### src/rtl/jsu_pkg.sv
// Types and constants shared by the JSON string unescaper.
package jsu_pkg;

  typedef enum logic [1:0] {
    MODE_IDLE = 2'd0,
    MODE_STR  = 2'd1,
    MODE_ESC  = 2'd2,
    MODE_HEX  = 2'd3
  } mode_t;

  localparam logic [1:0] KIND_DATA   = 2'd0;
  localparam logic [1:0] KIND_DONE   = 2'd1;
  localparam logic [1:0] KIND_NOOPEN = 2'd2;
  localparam logic [1:0] KIND_UNTERM = 2'd3;

  localparam logic [7:0] CHAR_QUOTE     = 8'h22;
  localparam logic [7:0] CHAR_BACKSLASH = 8'h5C;
  localparam logic [7:0] CHAR_U         = 8'h75;
  localparam logic [7:0] CHAR_QMARK     = 8'h3F;
  localparam logic [15:0] CP_MAX        = 16'h007F;

  localparam logic [1:0] HEX_LAST = 2'd3;

  typedef struct packed {
    logic       operation;
    logic [7:0] in_byte;
  } in_item_t;

  typedef struct packed {
    logic [7:0] out_byte;
    logic [1:0] kind;
  } out_item_t;

  typedef struct packed {
    mode_t       mode;
    logic [1:0]  hex_count;
    logic [15:0] code_accum;
  } state_t;

  typedef struct packed {
    logic      emit;
    out_item_t item;
  } step_res_t;

  function automatic logic [3:0] hex_value(input logic [7:0] c);
    logic [3:0] v;
    v = 4'd0;
    if (c >= 8'h30 && c <= 8'h39) begin
      v = c[3:0];
    end else if ((c >= 8'h61 && c <= 8'h66) || (c >= 8'h41 && c <= 8'h46)) begin
      // Letters a..f and A..F share their low nibble: 1..6 maps to 10..15.
      v = c[3:0] + 4'd9;
    end
    return v;
  endfunction

  function automatic logic [7:0] escape_map(input logic [7:0] c);
    logic [7:0] r;
    unique case (c)
      8'h62:   r = 8'h08;
      8'h66:   r = 8'h0C;
      8'h6E:   r = 8'h0A;
      8'h72:   r = 8'h0D;
      8'h74:   r = 8'h09;
      default: r = c;
    endcase
    return r;
  endfunction

endpackage

### src/rtl/jsu_step.sv
// Per-beat decode: next parser state and the optional result for one item.
module jsu_step (
  input  jsu_pkg::state_t    cur,
  input  jsu_pkg::in_item_t  item,
  output jsu_pkg::state_t    nxt,
  output jsu_pkg::step_res_t res
);

  logic [7:0]  c;
  logic [15:0] acc;

  assign c   = item.in_byte;
  assign acc = {cur.code_accum[11:0], jsu_pkg::hex_value(c)};

  always_comb begin
    nxt           = cur;
    res.emit      = 1'b0;
    res.item.out_byte = 8'd0;
    res.item.kind = jsu_pkg::KIND_DATA;
    if (item.operation) begin
      nxt.mode       = jsu_pkg::MODE_IDLE;
      nxt.hex_count  = 2'd0;
      nxt.code_accum = 16'd0;
      res.emit       = 1'b1;
      res.item.kind  = (cur.mode == jsu_pkg::MODE_IDLE) ? jsu_pkg::KIND_NOOPEN
                                                        : jsu_pkg::KIND_UNTERM;
    end else begin
      unique case (cur.mode)
        jsu_pkg::MODE_IDLE: begin
          if (c == jsu_pkg::CHAR_QUOTE) begin
            nxt.mode = jsu_pkg::MODE_STR;
          end else begin
            res.emit      = 1'b1;
            res.item.kind = jsu_pkg::KIND_NOOPEN;
          end
        end
        jsu_pkg::MODE_STR: begin
          if (c == jsu_pkg::CHAR_QUOTE) begin
            nxt.mode      = jsu_pkg::MODE_IDLE;
            res.emit      = 1'b1;
            res.item.kind = jsu_pkg::KIND_DONE;
          end else if (c == jsu_pkg::CHAR_BACKSLASH) begin
            nxt.mode = jsu_pkg::MODE_ESC;
          end else begin
            res.emit          = 1'b1;
            res.item.out_byte = c;
          end
        end
        jsu_pkg::MODE_ESC: begin
          if (c == jsu_pkg::CHAR_U) begin
            nxt.mode       = jsu_pkg::MODE_HEX;
            nxt.hex_count  = 2'd0;
            nxt.code_accum = 16'd0;
          end else begin
            nxt.mode          = jsu_pkg::MODE_STR;
            res.emit          = 1'b1;
            res.item.out_byte = jsu_pkg::escape_map(c);
          end
        end
        jsu_pkg::MODE_HEX: begin
          if (cur.hex_count == jsu_pkg::HEX_LAST) begin
            nxt.mode       = jsu_pkg::MODE_STR;
            nxt.hex_count  = 2'd0;
            nxt.code_accum = 16'd0;
            res.emit       = 1'b1;
            // Only codepoints 1..0x7F fit in one byte; anything else becomes '?'.
            if (acc != 16'd0 && acc <= jsu_pkg::CP_MAX) begin
              res.item.out_byte = acc[7:0];
            end else begin
              res.item.out_byte = jsu_pkg::CHAR_QMARK;
            end
          end else begin
            nxt.hex_count  = cur.hex_count + 2'd1;
            nxt.code_accum = acc;
          end
        end
        default: begin
          nxt = cur;
        end
      endcase
    end
  end

endmodule

### src/rtl/json_string_unescape_top.sv
// Top level of the streaming JSON string unescaper.
// One item is taken per clock cycle while the input side is not stalling.
// Each beat is first held in an input register; from there the parser state
// is updated and any result is written to the output register, which holds
// it while the downstream side stalls. Items that cause no result (opening
// quote, backslash, the u of a hex escape and all but the last hex digit)
// only update the state. The input side stalls only while a result is
// waiting in the output register and the downstream side is stalling.
module json_string_unescape_top (
  input  logic               clk,
  input  logic               rst_n,
  input  logic               in_valid,
  output logic               in_stall,
  input  jsu_pkg::in_item_t  in_data,
  output logic               out_valid,
  input  logic               out_stall,
  output jsu_pkg::out_item_t out_data
);

  logic               in_valid_r;
  jsu_pkg::in_item_t  in_data_r;
  jsu_pkg::state_t    state_r;
  jsu_pkg::state_t    state_nxt;
  jsu_pkg::step_res_t res;
  logic               out_valid_r;
  jsu_pkg::out_item_t out_data_r;
  logic               out_free;
  logic               advance;

  jsu_step u_step (
    .cur  (state_r),
    .item (in_data_r),
    .nxt  (state_nxt),
    .res  (res)
  );

  assign out_free = !out_valid_r || !out_stall;
  assign advance  = in_valid_r && out_free;
  assign in_stall = in_valid_r && !out_free;

  always_ff @(posedge clk) begin
    if (!rst_n) begin
      in_valid_r <= 1'b0;
    end else if (!in_stall) begin
      in_valid_r <= in_valid;
    end
  end

  always_ff @(posedge clk) begin
    if (!in_stall && in_valid) begin
      in_data_r <= in_data;
    end
  end

  always_ff @(posedge clk) begin
    if (!rst_n) begin
      state_r.mode       <= jsu_pkg::MODE_IDLE;
      state_r.hex_count  <= 2'd0;
      state_r.code_accum <= 16'd0;
    end else if (advance) begin
      state_r <= state_nxt;
    end
  end

  always_ff @(posedge clk) begin
    if (!rst_n) begin
      out_valid_r <= 1'b0;
    end else if (out_free) begin
      out_valid_r <= advance && res.emit;
    end
  end

  always_ff @(posedge clk) begin
    if (out_free && advance && res.emit) begin
      out_data_r <= res.item;
    end
  end

  assign out_valid = out_valid_r;
  assign out_data  = out_data_r;

endmodule

### config.mk
export PLATFORM = sky130hd
export DESIGN_NAME = json_string_unescape_top
export DESIGN_NICKNAME = d
export VERILOG_FILES = /design/src/rtl/jsu_pkg.sv /design/src/rtl/jsu_step.sv /design/src/rtl/json_string_unescape_top.sv
export SDC_FILE = /design/constraint.sdc
export NUM_CORES = 1
export LEC_CHECK = 0
export ABC_AREA = 1
export BUFFER_PORTS_ARGS = -buffer_cell sky130_fd_sc_hd__buf_2
export CORE_ASPECT_RATIO = 1.2
export CORE_MARGIN = 5
export CORE_UTILIZATION = 30
export CTS_BUF_LIST = sky130_fd_sc_hd__clkbuf_2
export DETAILED_ROUTE_END_ITERATION = 10
export MAX_ROUTING_LAYER = met4
export PLACE_DENSITY = 0.48
export SYNTH_ARGS = -nofsm -noshare
export SYNTH_HDL_FRONTEND = slang
export SYNTH_HIERARCHICAL = 1
export SYNTH_SLANG_ARGS = --single-unit
### constraint.sdc
create_clock -name clk -period 2.2 [get_ports clk]
set_clock_uncertainty 0.15 [all_clocks]
set_input_delay 0.11 -clock clk [delete_from_list [all_inputs] [get_ports clk]]
set_output_delay 0.11 -clock clk [all_outputs]
set_load 0.005 [all_outputs]
==> impl_results.md <==
- Dpl cells: 465
- Clock Latency Late Sink: between 0.3 and 0.4 ns
- Crit. End Element: register
- Setup TNS Final: 0 ns
- FF-to-FF End: out_data[3]
- Final cell count without fillers: between 400 and 500
- Total track usage: 13.10%
- Reg2Reg Depth: 14
- Htree depth: 2
- Uppermost routed layer: met4
- Drt via density: 4.663
- Drt drc: 0
- Syn nets: 349
- Syn Area/Cell: around 7.2 um2
- Total I/O pin count: 25
- LEAKAGE: approximately 1.3 nW
- Antenna violations before repair: 0
- Share of post-route cells with drive strength above 1: a little under a third
- Rel. slew slack: about three quarters
- Switching Share: a little under a third
- Worst path cell trace: inv_2 > ha_4 > buf_4 > inv_1 > nand2_1 > nand2_2 > nand2_4 > nand2_4 > o21ai_4 > nand2_2 > nand4_4 > nand3_2 > nand2_2 > a21oi_2
- Die width: 91.14 um
- Worst vdd ir: approximately 250 uV
- Min-Delay Path Class: input pin to register
- CTS max path bufs: 2
- Std-Cell Rows: 35
- Tightest Pin Transition: roughly 0.35 ns
- Max Cap Viol: 0
- CTS root buf: clkbuf_2
- Fill cells: 791
- CTS tree: yes
- Reg2reg start: in_data_r[0]
- Detailed Routing Iterations Pass 1: 4
- CP arrival: 2.08 ns
- Fin. Hold Viols: 0
- Core Area: ~7700 um2
- Fin. max-slew vios: 0
- Kind of critical path: register to register
- R2r setup slk: around 0.11 ns
- Total number of vias: ~2,300
- Wire length of the first global-routing pass: approximately 10,000 um
- RSZ-0062 raised after global routing: yes
- CTS Sinks: 37
- Crit path largest cell delay: 0.44 ns
- Routability cong.: ~0.88
- WL met3: 264 um
- Synthesized area: 2370 um2
- Bufs and invs on worst path: 3
- Register share of total power: 53.3%
- Hold EP: out_data[4]
- CP delay by family, top: simple AND/OR/NAND/NOR gates
- Hold_sp: out_stall
- Crit path launch type: register
- Pin count of the biggest net entering global routing: 35
- CTS buffer count: 5
- Die ar.: roughly 9800 um2
- Critical-path cell with the highest stage delay: edfxtp_1
- Average wire per standard cell: 12.47 um
- Initial drt markers: around 150
- FMAX: 0.4787 GHz
- IO buf count: 24
- PD cells: 479.8 nW/um2
- N_diodes: 0
- # setup viols final: 0
- Period utilisation layout: 94.96%
- Total Wirelength: 6108 um
- Clock share of power: around a fifth
- Status: completed
- Routed met2 length: slightly above 3000 um
- Pint: between 1 and 1.5 mW
- Worst Path Required: 2.19 ns
- Cell depth of the worst min-delay path: 4
- Initial Utilization: a little under a third
- Tmin final: around 2.1 ns
- Combinational share of power: between 20 and 30%
- Layout area overhead: 32.52%
- WL met1: around 2700 um
- Antenna Nets Post-Route: 0
- Gate Count Post-Synth: around 330
- CP max FO: 7
- Pwr Total: 1.507 mW
- Nets: between 400 and 500
- Clock slew at reported path FFs: ~0.19 ns
- Die Ht: roughly 110 um
- DP HPWL: roughly 4400 um
- Yosys Warn Count: 6
- Crit-path most repeated cell: nand2_2
- Psw: between 0.4 and 0.5 mW
- Vias in the first global route: around 2,200
- Overflow after GRT: 0
layout by cell type, fill, tap and decap left out, types with 2 or more instances in the layout:
cell type      count
nand3_1           30
inv_1             44
nor2_2             2
dfxtp_1           18
nand3_2            7
clkbuf_2           7
nand2_2           10
inv_2              7
o21ai_0            3
nand4_1            5
dlygate4sd3_1     12
nor2_1            30
nand3_4            2
ha_2               2
nor3_1             2
ha_4               2
buf_4             41
a21oi_1           35
nor2_4             3
nand2_4            6
nand2_1           64
buf_2             24
edfxtp_1          19
a21oi_2            8
layout make-up:
type / instances / area, um2 / share of cell area, %
Clock inverter: 1 / 7.507 / 0.2390
Clock buffer: 7 / 35.03 / 1.116
Tap cell: 92 / 115.1 / 3.665
Timing Repair Buffer: 77 / 548.0 / 17.45
Inverter: 51 / 191.4 / 6.096
Sequential cell: 37 / 930.9 / 29.64
Multi-Input combinational cell: 225 / 1313 / 41.79
sequential cells by signal (all words and copies together) (netlist names):
| signal | cells |
|---|---|
| out_valid | 1 |
| out_data | 10 |
| in_valid_r | 1 |
| in_data_r | 9 |
| state_r | 16 |
worst max-delay path by stage:
stage / start / to / slack (ns) / cells past startpoint
global route: in_data_r[0] / out_data[3] / -0.06 / 14
detailed placement: in_data_r[1] / out_data[6] / -0.1 / 8
floorplan: in_data_r[0] / out_data[0] / 0.03 / 9
global placement: in_data_r[1] / out_data[6] / -0.01 / 8
CTS: in_data_r[7] / out_data[2] / 0.003 / 11
finish: in_data_r[0] / out_data[3] / 0.11 / 14
routing by layer:
layer | GRT usage (%) | up-vias
met4 | 4.507 | 0
li1 | - | 1200
met5 | - | -
met1 | 16.06 | 1036
met3 | 2.168 | 6
met2 | 21.86 | 43
power groups by stage:
| stage | logic (mW) | clock network, mW | registers [mW] |
|---|---|---|---|
| 5_1_grt | 0.432 | 0.370 | 0.811 |
| 2_1_floorplan | 0.220 | 0 | 0.813 |
| 3_3_place_gp | 0.320 | 0 | 0.819 |
| 6_report | 0.382 | 0.321 | 0.804 |
| 4_1_cts | 0.342 | 0.342 | 0.804 |
| 3_5_place_dp | 0.321 | 0 | 0.819 |
stage by stage:
step	worst slack [ns]	instance area [um2]	util, %	hold slack (ns)
2_1_floorplan	0.02915	2370	-	0.05887
5_1_grt	-0.05635	3141	40.75	0.08596
3_3_place_gp	-0.01454	2753	35.71	0.1360
3_5_place_dp	-0.09748	2753	35.71	0.1391
4_1_cts	0.003173	2938	38.12	0.1060
6_report	0.1109	3141	40.75	0.1380
worst reg2reg max path, cell delays in order (launching register included):
cell and delay (ns):
edfxtp_1 0.44, inv_2 0.11, ha_4 0.14, buf_4 0.11, inv_1 0.04, nand2_1 0.07
nand2_2 0.07, nand2_4 0.11, nand2_4 0.08, o21ai_4 0.08, nand2_2 0.09, nand4_4 0.14
nand3_2 0.10, nand2_2 0.07, a21oi_2 0.06
repair_timing:
item                                    4_1_cts  5_1_grt
setup buffers                                 2        3
hold buffers                                 12        0
hold endpoints to repair                     27        0
gates resized for setup                       2       44
endpoints found under the setup margin       13       20
pin swaps                                     0       12
Power figures use the tool's default switching activity.
